### src/hdl/mer_pkg.sv
// Shared types and constants for the midpoint ellipse rasterizer.
// Used by the command queue, the stepping engine and the top level.
`default_nettype none
package mer_pkg;

  localparam int RADIUS_BITS = 10;
  localparam int FLD_W       = 10;
  localparam int OUT_W       = 12;
  localparam int OFS_W       = RADIUS_BITS + 1;
  localparam int SQ_W        = 2 * RADIUS_BITS;
  localparam int QUAD_W      = 4 * RADIUS_BITS;
  localparam int MUL_W       = 2 * RADIUS_BITS + 4;
  localparam int PROD_W      = 2 * MUL_W;
  localparam int DEC_W       = 4 * RADIUS_BITS + 8;
  localparam int BND_W       = 4 * RADIUS_BITS + 4;
  localparam int Q_DEPTH     = 2;
  localparam int Q_AW        = $clog2(Q_DEPTH);

  localparam logic OP_START = 1'b0;
  localparam logic OP_STEP  = 1'b1;

  typedef enum logic {
    CMD_START,
    CMD_STEP
  } cmd_kind_t;

  typedef struct packed {
    cmd_kind_t                kind;
    logic [FLD_W-1:0]         center_x;
    logic [FLD_W-1:0]         center_y;
    logic [RADIUS_BITS-1:0]   radius_x;
    logic [RADIUS_BITS-1:0]   radius_y;
  } cmd_t;

  typedef enum logic [3:0] {
    ST_IDLE,
    ST_A2,
    ST_B2,
    ST_A4,
    ST_A2B,
    ST_A2B2,
    ST_START_OUT,
    ST_EVAL,
    ST_ENT_SQX,
    ST_ENT_BX,
    ST_ENT_SQY,
    ST_ENT_AY,
    ST_ENT_SUM,
    ST_APPLY
  } state_t;

endpackage
`default_nettype wire

### src/hdl/mer_front.sv
// Front end: decodes input items into commands and holds them in a short queue.
// Depends on mer_pkg.
`default_nettype none
module mer_front (
  input  logic                           clk,
  input  logic                           rst,
  input  logic                           in_valid,
  output logic                           in_ready,
  input  logic                           opcode,
  input  logic [mer_pkg::FLD_W-1:0]      center_x,
  input  logic [mer_pkg::FLD_W-1:0]      center_y,
  input  logic [mer_pkg::FLD_W-1:0]      radius_x,
  input  logic [mer_pkg::FLD_W-1:0]      radius_y,
  output logic                           cmd_valid,
  output mer_pkg::cmd_t                  cmd,
  input  logic                           cmd_pop
);
  import mer_pkg::*;

  cmd_t              queue [Q_DEPTH];
  logic [Q_AW-1:0]   wr_ptr;
  logic [Q_AW-1:0]   rd_ptr;
  logic [Q_AW:0]     count;
  logic              push;
  cmd_t              item;

  always_comb begin
    item.kind     = (opcode == OP_START) ? CMD_START : CMD_STEP;
    item.center_x = center_x;
    item.center_y = center_y;
    item.radius_x = RADIUS_BITS'(radius_x);
    item.radius_y = RADIUS_BITS'(radius_y);
  end

  assign in_ready  = (count != (Q_AW+1)'(Q_DEPTH));
  assign push      = in_valid && in_ready;
  assign cmd_valid = (count != '0);
  assign cmd       = queue[rd_ptr];

  always_ff @(posedge clk) begin
    if (push) begin
      queue[wr_ptr] <= item;
    end
  end

  always_ff @(posedge clk) begin
    if (rst) begin
      wr_ptr <= '0;
      rd_ptr <= '0;
      count  <= '0;
    end else begin
      if (push) begin
        wr_ptr <= (wr_ptr == Q_AW'(Q_DEPTH - 1)) ? '0 : wr_ptr + 1'b1;
      end
      if (cmd_pop) begin
        rd_ptr <= (rd_ptr == Q_AW'(Q_DEPTH - 1)) ? '0 : rd_ptr + 1'b1;
      end
      case ({push, cmd_pop})
        2'b10:   count <= count + 1'b1;
        2'b01:   count <= count - 1'b1;
        default: count <= count;
      endcase
    end
  end

endmodule
`default_nettype wire

### src/hdl/mer_back.sv
// Back end: setup sequencer with one shared multiplier, incremental stepping
// datapath and the result register. Depends on mer_pkg.
`default_nettype none
module mer_back (
  input  logic                           clk,
  input  logic                           rst,
  input  logic                           cmd_valid,
  input  mer_pkg::cmd_t                  cmd,
  output logic                           cmd_pop,
  output logic                           out_valid,
  input  logic                           out_ready,
  output logic signed [mer_pkg::OUT_W-1:0] right_x,
  output logic signed [mer_pkg::OUT_W-1:0] left_x,
  output logic signed [mer_pkg::OUT_W-1:0] lower_y,
  output logic signed [mer_pkg::OUT_W-1:0] upper_y,
  output logic                           pixel_valid,
  output logic                           last
);
  import mer_pkg::*;

  state_t                   state;
  state_t                   state_next;

  logic [RADIUS_BITS-1:0]   ra;
  logic [RADIUS_BITS-1:0]   rb;
  logic [FLD_W-1:0]         cx;
  logic [FLD_W-1:0]         cy;
  logic [SQ_W-1:0]          a2;
  logic [SQ_W-1:0]          b2;
  logic [QUAD_W-1:0]        a4;
  logic [QUAD_W-1:0]        a2b2;
  logic [SQ_W:0]            s;
  logic [PROD_W-1:0]        prod;
  logic [BND_W-1:0]         bound;
  logic [BND_W-1:0]         bstep;
  logic [OFS_W-1:0]         x;
  logic [OFS_W-1:0]         y;
  logic signed [DEC_W-1:0]  d;
  logic signed [DEC_W-1:0]  p;
  logic signed [DEC_W-1:0]  r;
  logic signed [DEC_W-1:0]  qn;
  logic signed [DEC_W-1:0]  u;
  logic signed [DEC_W-1:0]  delta;
  logic                     xstep;
  logic                     ystep;
  logic                     region_two;
  logic                     finished;

  logic [MUL_W-1:0]         mul_a;
  logic [MUL_W-1:0]         mul_b;
  logic [PROD_W-1:0]        mul_p;
  logic signed [DEC_W-1:0]  a2_d;
  logic signed [DEC_W-1:0]  b2_d;
  logic signed [DEC_W-1:0]  a2b2_d;
  logic signed [DEC_W-1:0]  prod_d;
  logic signed [DEC_W-1:0]  sel_a;
  logic signed [DEC_W-1:0]  sel_b;
  logic                     neg;
  logic                     enter_two;
  logic                     out_free;
  logic                     emit;
  logic                     emit_pix;
  logic [OFS_W-1:0]         x_nx;
  logic [OFS_W-1:0]         y_nx;
  logic [OFS_W-1:0]         ox;
  logic [OFS_W-1:0]         oy;

  assign a2_d    = $signed(DEC_W'(a2));
  assign b2_d    = $signed(DEC_W'(b2));
  assign a2b2_d  = $signed(DEC_W'(a2b2));
  assign prod_d  = $signed(DEC_W'(prod));
  assign neg     = d[DEC_W-1];
  assign enter_two = !region_two && (bound > BND_W'(a4));
  assign out_free  = !out_valid || out_ready;
  assign x_nx    = xstep ? x + 1'b1 : x;
  assign y_nx    = ystep ? y - 1'b1 : y;
  assign mul_p   = PROD_W'(mul_a) * PROD_W'(mul_b);

  always_comb begin
    sel_a = region_two ? (neg ? r : '0) : p;
    sel_b = region_two ? u : (neg ? '0 : qn);
  end

  always_comb begin
    mul_a = '0;
    mul_b = '0;
    case (state)
      ST_A2: begin
        mul_a = MUL_W'(ra);
        mul_b = MUL_W'(ra);
      end
      ST_B2: begin
        mul_a = MUL_W'(rb);
        mul_b = MUL_W'(rb);
      end
      ST_A4: begin
        mul_a = MUL_W'(a2);
        mul_b = MUL_W'(a2);
      end
      ST_A2B: begin
        mul_a = MUL_W'(a2);
        mul_b = MUL_W'(rb);
      end
      ST_A2B2: begin
        mul_a = MUL_W'(a2);
        mul_b = MUL_W'(b2);
      end
      ST_ENT_SQX: begin
        mul_a = MUL_W'({x, 1'b1});
        mul_b = MUL_W'({x, 1'b1});
      end
      ST_ENT_BX: begin
        mul_a = MUL_W'(b2);
        mul_b = prod[MUL_W-1:0];
      end
      ST_ENT_SQY: begin
        mul_a = MUL_W'(y - 1'b1);
        mul_b = MUL_W'(y - 1'b1);
      end
      ST_ENT_AY: begin
        mul_a = MUL_W'(a2);
        mul_b = prod[MUL_W-1:0];
      end
      default: begin
        mul_a = '0;
        mul_b = '0;
      end
    endcase
  end

  always_ff @(posedge clk) begin
    if (rst) begin
      state <= ST_IDLE;
    end else begin
      state <= state_next;
    end
  end

  always_comb begin
    logic done;
    done       = 1'b0;
    state_next = state;
    cmd_pop    = 1'b0;
    emit       = 1'b0;
    emit_pix   = 1'b0;
    case (state)
      ST_IDLE:    done = 1'b1;
      ST_A2:      state_next = ST_B2;
      ST_B2:      state_next = ST_A4;
      ST_A4:      state_next = ST_A2B;
      ST_A2B:     state_next = ST_A2B2;
      ST_A2B2:    state_next = ST_START_OUT;
      ST_START_OUT: begin
        emit     = out_free;
        emit_pix = 1'b1;
        done     = out_free;
      end
      ST_EVAL: begin
        if (finished) begin
          emit = out_free;
          done = out_free;
        end else if (enter_two) begin
          state_next = ST_ENT_SQX;
        end else begin
          state_next = ST_APPLY;
        end
      end
      ST_ENT_SQX: state_next = ST_ENT_BX;
      ST_ENT_BX:  state_next = ST_ENT_SQY;
      ST_ENT_SQY: state_next = ST_ENT_AY;
      ST_ENT_AY:  state_next = ST_ENT_SUM;
      ST_ENT_SUM: state_next = ST_EVAL;
      ST_APPLY: begin
        emit     = out_free;
        emit_pix = 1'b1;
        done     = out_free;
      end
      default:    state_next = ST_IDLE;
    endcase
    if (done) begin
      if (cmd_valid) begin
        cmd_pop    = 1'b1;
        state_next = (cmd.kind == CMD_START) ? ST_A2 : ST_EVAL;
      end else begin
        state_next = ST_IDLE;
      end
    end
  end

  always_ff @(posedge clk) begin
    if (cmd_pop && cmd.kind == CMD_START) begin
      ra <= cmd.radius_x;
      rb <= cmd.radius_y;
      cx <= cmd.center_x;
      cy <= cmd.center_y;
    end
    case (state)
      ST_A2:   a2 <= mul_p[SQ_W-1:0];
      ST_B2:   b2 <= mul_p[SQ_W-1:0];
      ST_A4: begin
        a4 <= mul_p[QUAD_W-1:0];
        s  <= (SQ_W+1)'(a2) + (SQ_W+1)'(b2);
      end
      ST_A2B: begin
        prod  <= mul_p;
        d     <= a2_d + (b2_d <<< 2);
        p     <= (b2_d <<< 3) + (b2_d <<< 2);
        r     <= b2_d <<< 3;
        bound <= BND_W'(s);
        bstep <= BND_W'(s) + (BND_W'(s) << 1);
      end
      ST_A2B2: begin
        a2b2 <= mul_p[QUAD_W-1:0];
        qn   <= (a2_d <<< 3) - (prod_d <<< 3);
        d    <= d - (prod_d <<< 2);
      end
      ST_START_OUT: begin
        if (out_free) begin
          u <= qn + (a2_d <<< 2);
          x <= '0;
          y <= OFS_W'(rb);
        end
      end
      ST_EVAL: begin
        delta <= sel_a + sel_b;
        xstep <= !region_two || neg;
        ystep <= region_two || !neg;
      end
      ST_ENT_SQX: prod <= mul_p;
      ST_ENT_BX:  prod <= mul_p;
      ST_ENT_SQY: begin
        d    <= prod_d - (a2b2_d <<< 2);
        prod <= mul_p;
      end
      ST_ENT_AY:  prod <= mul_p;
      ST_ENT_SUM: d <= d + (prod_d <<< 2);
      ST_APPLY: begin
        if (out_free) begin
          d <= d + delta;
          x <= x_nx;
          y <= y_nx;
          if (xstep) begin
            p     <= p + (b2_d <<< 3);
            r     <= r + (b2_d <<< 3);
            bound <= bound + bstep;
            bstep <= bstep + (BND_W'(s) << 1);
          end
          if (ystep) begin
            qn <= qn + (a2_d <<< 3);
            u  <= u + (a2_d <<< 3);
          end
        end
      end
      default: ;
    endcase
  end

  always_ff @(posedge clk) begin
    if (rst) begin
      region_two <= 1'b0;
      finished   <= 1'b1;
    end else begin
      case (state)
        ST_START_OUT: begin
          if (out_free) begin
            region_two <= 1'b0;
            finished   <= (rb == '0);
          end
        end
        ST_ENT_SUM: region_two <= 1'b1;
        ST_APPLY: begin
          if (out_free) begin
            finished <= (y_nx == '0);
          end
        end
        default: ;
      endcase
    end
  end

  always_comb begin
    if (state == ST_START_OUT) begin
      ox = '0;
      oy = OFS_W'(rb);
    end else begin
      ox = x_nx;
      oy = y_nx;
    end
  end

  always_ff @(posedge clk) begin
    if (rst) begin
      out_valid <= 1'b0;
    end else if (emit) begin
      out_valid <= 1'b1;
    end else if (out_ready) begin
      out_valid <= 1'b0;
    end
  end

  always_ff @(posedge clk) begin
    if (emit) begin
      pixel_valid <= emit_pix;
      if (emit_pix) begin
        right_x <= $signed(OUT_W'(cx) + OUT_W'(ox));
        left_x  <= $signed(OUT_W'(cx) - OUT_W'(ox));
        lower_y <= $signed(OUT_W'(cy) + OUT_W'(oy));
        upper_y <= $signed(OUT_W'(cy) - OUT_W'(oy));
        last    <= (state == ST_START_OUT) ? (rb == '0) : (y_nx == '0);
      end else begin
        right_x <= '0;
        left_x  <= '0;
        lower_y <= '0;
        upper_y <= '0;
        last    <= 1'b1;
      end
    end
  end

endmodule
`default_nettype wire

### src/hdl/midpoint_ellipse_rasterizer_core.sv
// Midpoint ellipse rasterizer: one point of the first quadrant per step item,
// given as its four mirrored pixel coordinates.
//
// Input channel (in_valid/in_ready): opcode 0 loads center and semi-axes and
// returns the top point (0, radius_y); opcode 1 advances one point. Every item
// gives exactly one result on the output channel (out_valid/out_ready).
// Items pass through a two-entry command queue into the stepping engine, so
// the input keeps accepting while a result waits in the output register.
// A start makes five passes through the shared 24x24 multiplier. A step
// evaluates, then applies, and the engine takes the next item only once
// the result is emitted; the step on which the curve enters its second
// region first rebuilds the decision term with the multiplier (ENT_SQX to
// ENT_SUM) and then evaluates again.
// A step after the last point returns pixel_valid = 0, last = 1.
// Reset (rst, synchronous) empties the queue, drops any pending result and
// marks the ellipse finished. A waiting result holds while out_ready is low
// and the engine stalls before the next; the queue fills, then in_ready falls.
// Depends on mer_pkg, mer_front and mer_back.
`default_nettype none
module midpoint_ellipse_rasterizer_core (
  input  logic                             clk,
  input  logic                             rst,
  input  logic                             in_valid,
  output logic                             in_ready,
  input  logic                             opcode,
  input  logic [mer_pkg::FLD_W-1:0]        center_x,
  input  logic [mer_pkg::FLD_W-1:0]        center_y,
  input  logic [mer_pkg::FLD_W-1:0]        radius_x,
  input  logic [mer_pkg::FLD_W-1:0]        radius_y,
  output logic                             out_valid,
  input  logic                             out_ready,
  output logic signed [mer_pkg::OUT_W-1:0] right_x,
  output logic signed [mer_pkg::OUT_W-1:0] left_x,
  output logic signed [mer_pkg::OUT_W-1:0] lower_y,
  output logic signed [mer_pkg::OUT_W-1:0] upper_y,
  output logic                             pixel_valid,
  output logic                             last
);
  import mer_pkg::*;

  logic cmd_valid;
  logic cmd_pop;
  cmd_t cmd;

  mer_front u_front (
    .clk       (clk),
    .rst       (rst),
    .in_valid  (in_valid),
    .in_ready  (in_ready),
    .opcode    (opcode),
    .center_x  (center_x),
    .center_y  (center_y),
    .radius_x  (radius_x),
    .radius_y  (radius_y),
    .cmd_valid (cmd_valid),
    .cmd       (cmd),
    .cmd_pop   (cmd_pop)
  );

  mer_back u_back (
    .clk         (clk),
    .rst         (rst),
    .cmd_valid   (cmd_valid),
    .cmd         (cmd),
    .cmd_pop     (cmd_pop),
    .out_valid   (out_valid),
    .out_ready   (out_ready),
    .right_x     (right_x),
    .left_x      (left_x),
    .lower_y     (lower_y),
    .upper_y     (upper_y),
    .pixel_valid (pixel_valid),
    .last        (last)
  );

endmodule
`default_nettype wire

### config.mk
export PLATFORM = sky130hd
export DESIGN_NAME = midpoint_ellipse_rasterizer_core
export DESIGN_NICKNAME = d
export VERILOG_FILES = /design/src/hdl/mer_pkg.sv /design/src/hdl/mer_front.sv /design/src/hdl/mer_back.sv /design/src/hdl/midpoint_ellipse_rasterizer_core.sv
export SDC_FILE = /design/constraint.sdc
export NUM_CORES = 2
export LEC_CHECK = 0
export BUFFER_PORTS_ARGS = -buffer_cell sky130_fd_sc_hd__buf_2
export CORE_UTILIZATION = 51
export CTS_BUF_LIST = sky130_fd_sc_hd__clkbuf_16
export DETAILED_ROUTE_END_ITERATION = 8
export GPL_TIMING_DRIVEN = 0
export PLACE_DENSITY = 0.69
export SLEW_MARGIN = 30
export SYNTH_ARGS = -nofsm -noshare
export SYNTH_HDL_FRONTEND = slang
export SYNTH_SLANG_ARGS = --single-unit
### constraint.sdc
create_clock -name clk -period 10.4 [get_ports clk]
set_input_delay 0 -clock clk [delete_from_list [all_inputs] [get_ports clk]]
set_output_delay 0 -clock clk [all_outputs]
set_load 0.05 [all_outputs]
==> results.sh <==
export IMPL_finalWirelength_um=253000
export IMPL_max_cap_viol_count=0
export IMPL_grt_max_degree=45
export IMPL_place_hpwl_um=200000
export IMPL_die_area_um2=147000
export IMPL_worstRegToRegCells=37
export IMPL_synth_fa_ha_area_share_pct=24.7
export IMPL_finalSetupViolCount=0
export IMPL_drive_gt1_share_pct=7.00
export IMPL_boundaryPins=97
export IMPL_ys_types=102
export IMPL_postRouteAntennaNets=0
export IMPL_seq_area_frac_synth_pct=30.4
export IMPL_dpl_cell_area_um2=78600
export IMPL_crit_path_start_kind="flop"
export IMPL_worst_r2r_setup_slack_ns=0.26
export IMPL_worst_slew_pin_slew_ns=1.19
export IMPL_grt_pass1_wl_um=376000
export IMPL_slew_limit_headroom_pct=20.3
export IMPL_start_util_pct=51.6
export IMPL_syn_avg_cell_area_um2=9.27
export IMPL_path_class="flop to flop"
export IMPL_place_congestion=1.01
export IMPL_leakage_nw=36.3
export IMPL_pre_cts_slack_ns=-1.59
export IMPL_crit_required_ns=10.88
export IMPL_slew_violations=0
export IMPL_clk_insertion_delay_late_ns=0.74
export IMPL_reg2reg_to="u_back.a4[32]$_DFFE_PP_"
export IMPL_numCtsBuffers=87
export IMPL_drt_iter0_drc=6756
export IMPL_fill_cells=12700
export IMPL_synth_compound_gate_area_share_pct=14.8
export IMPL_fp_dieW_um=384
export IMPL_nets=9560
export IMPL_failed_checks="DRC"
export IMPL_cp_startpoint="u_back.y[2]$_DFFE_PP_"
export IMPL_ys_flop_type="edfxtp_1"
export IMPL_critPathCaptureType="flop"
export IMPL_die_y_um=384
export IMPL_core_area_um2=144000
export IMPL_area_growth_pct=11.3
export IMPL_ys_ff_latch=757
export IMPL_synth_cells=8026
export IMPL_io_buffer_count=96
export IMPL_ir_worst_vdd_v=0.000177
export IMPL_clockBufferDepth=3
export IMPL_whs_ns=0.0293
export IMPL_clkTransAtPathRegs_ns=0.06
export IMPL_layout_cells_non_filler=10300
export IMPL_post_route_cell_area_um2=82800
export IMPL_endpoint="u_back.a4[32]$_DFFE_PP_"
export IMPL_syn_area_um2=74400
export IMPL_async_reset_ff_share_pct=0
export IMPL_grt_pass1_vias=61100
export IMPL_critPathMaxStageDelay_ns=0.54
export IMPL_hp_class="input pin to flop"
export IMPL_fin_util_pct=57.5
export IMPL_drc_errors=15
export IMPL_vias_per_cell=6.01
export IMPL_status="finished with violations"
export IMPL_setup_tns_final_ns=0
export IMPL_clock_skew_ns=0.0429
export IMPL_placed_cells=10100
export IMPL_ys_warn_count=0
export IMPL_hold_viol_final=0
export IMPL_cts_tree="done"
export IMPL_drt_first_pass_iters=9
export IMPL_min_period_ns=10.14
export IMPL_synth_edff_count=745
export IMPL_postLayoutSetupSlackWorst_ns=0.263
export IMPL_cp_arrival_ns=10.62
export IMPL_p_per_area_nw_per_um2=239
export IMPL_dr_total_vias=62100
export IMPL_fmax_mhz=98.6
export IMPL_finalCritPeriodShare_pct=97.5
export IMPL_synth_xor_area_share_pct=8.06
export IMPL_yosys_area_share_simple_pct=14.7
export IMPL_cts_num_sinks=757
export IMPL_cp_max_fo=10
export IMPL_cp_slowest_cell="fa_1"
export IMPL_rows=139
export IMPL_cp_common_cell="fa_1"
export IMPL_gr_total_overflow=0
export IMPL_cts_root_buf="clkbuf_16"
export IMPL_synth_top_family_by_area="adder cells"
export IMPL_regToRegStartpoint="u_back.y[2]$_DFFE_PP_"
export IMPL_grt_total_usage_pct=34.1
export IMPL_finalPower_mw=19.8
export IMPL_htreeDepth=3
export IMPL_antenna_found_initial=11
export IMPL_wire_per_inst_um=24.5
export IMPL_syn_nets=9243
export IMPL_muxShareOfSynthArea_pct=1.01
## critical path: cells and delay by family (launching register included)
kind	cells	cell delay (ns)
adders and majority gates	8	3.94
AOI/OAI and AO/OA	12	2.54
and+or+nand+nor	6	1.62
buffers and inverters	10	1.25
DFF	1	0.35
xor gates and xnor gates	1	0.17
## cell usage in the layout (no fill, tap or decap), types with 88 or more instances in the layout
cell	n
a21o_1	228
buf_2	109
nor3_1	113
a21oi_1	523
xnor2_1	404
edfxtp_1	745
o21bai_1	89
ha_1	677
fa_1	495
clkbuf_16	88
o21ai_0	426
inv_1	961
nand3_1	172
and3_1	95
nor2_1	658
xor2_1	257
clkbuf_1	176
nand2b_1	123
nand2_1	773
## cells by family after synthesis
kind of cell	after synthesis
AO/OA/AOI/OAI	1752
XOR/XNOR	685
adder cells (fa/ha/maj)	1172
buffers and inverters	1239
flip-flops	757
multiplexers	69
other	1
AND/OR/NAND/NOR	2351
## how the worst min path moves through the flow
stage,end,startpoint,cells past startpoint,slack [ns]
CTS,u_front.queue[0][10]$_DFFE_PP_,radius_x[0],2,0.0005
finish,u_front.queue[0][32]$_DFFE_PP_,center_x[2],2,0.03
global route,u_front.queue[0][32]$_DFFE_PP_,center_x[2],2,0.01
detailed placement,u_front.queue[0][29]$_DFFE_PP_,center_y[9],1,0.19
global placement,u_front.queue[0][5]$_DFFE_PP_,radius_y[5],1,0.19
floorplan,u_back.state[0]$_SDFFE_PP0P_,rst,1,0.08
## power by group
group / total (mW) / leakage [nW] / internal [mW] / switching, mW
combinational: 11.2 / 27.8 / 4.19 / 7.06
sequential: 5.33 / 7.01 / 4.48 / 0.850
clock: 3.22 / 1.46 / 1.80 / 1.43
total: 19.8 / 36.3 / 10.5 / 9.33
## area by class of cell
cell class                      count  area [um2]  area share [%]
Tap cell                         1903        2380            2.87
Sequential cell                   757       22600            27.3
Inverter                          948        3560            4.30
Antenna cell                        4        10.0          0.0121
Clock inverter                     74         768           0.927
Buffer                            287        1280            1.55
Timing Repair Buffer              232        2340            2.82
Clock buffer                       87        2180            2.63
Multi-Input combinational cell   6030       47700            57.6
## flip-flops by register name, indices dropped and copies added (netlist names), 44 cells and up, named ones only
name           flops
u_back.bound      44
u_back.bstep      44
u_back.d          46
u_back.delta      46
u_back.p          46
u_back.prod       48
u_back.qn         45
u_back.r          45
u_back.u          46
u_front.queue     82
## per-layer routing
layer	track usage, %	part of all wire [%]	vias to the layer above
met2	52.4	44	2932
li1	-	-	28400
met1	45.5	41	30100
met3	6.14	8.8	696
met5	0	0.010	-
met4	19.1	6.5	4
## cells in the mapped netlist (all sizes together) (25+ instances only)
cell type,instances,area (um2)
fa,495,9910
nand4,58,369
and2,52,327
nor2,675,2540
ha,677,8470
or3,63,404
edfxtp,745,22400
nand3,177,903
o21bai,89,668
nand2,779,2920
o21a,60,450
xor2,265,2320
mux2,46,518
a221oi,25,219
o21ai,440,2200
a21o,228,1710
inv,948,3560
nand2b,127,797
a211oi,33,258
clkbuf,246,925
and3,96,601
nor2b,74,463
a22oi,37,278
a21oi,529,2650
buf,45,213
nor3,120,627
nor4,27,190
o31ai,33,275
a31oi,48,300
xnor2,420,3680
## what timing repair did
action / CTS / global route
setup endpoints to repair: 73 / 41
hold buffers: 74 / 0
gates cloned: 0 / 0
pin swaps: 2 / 5
hold endpoints to repair: 154 / 0
resized for setup: 68 / 82
setup buffers: 6 / 8
(Power assumes the default switching activity.)
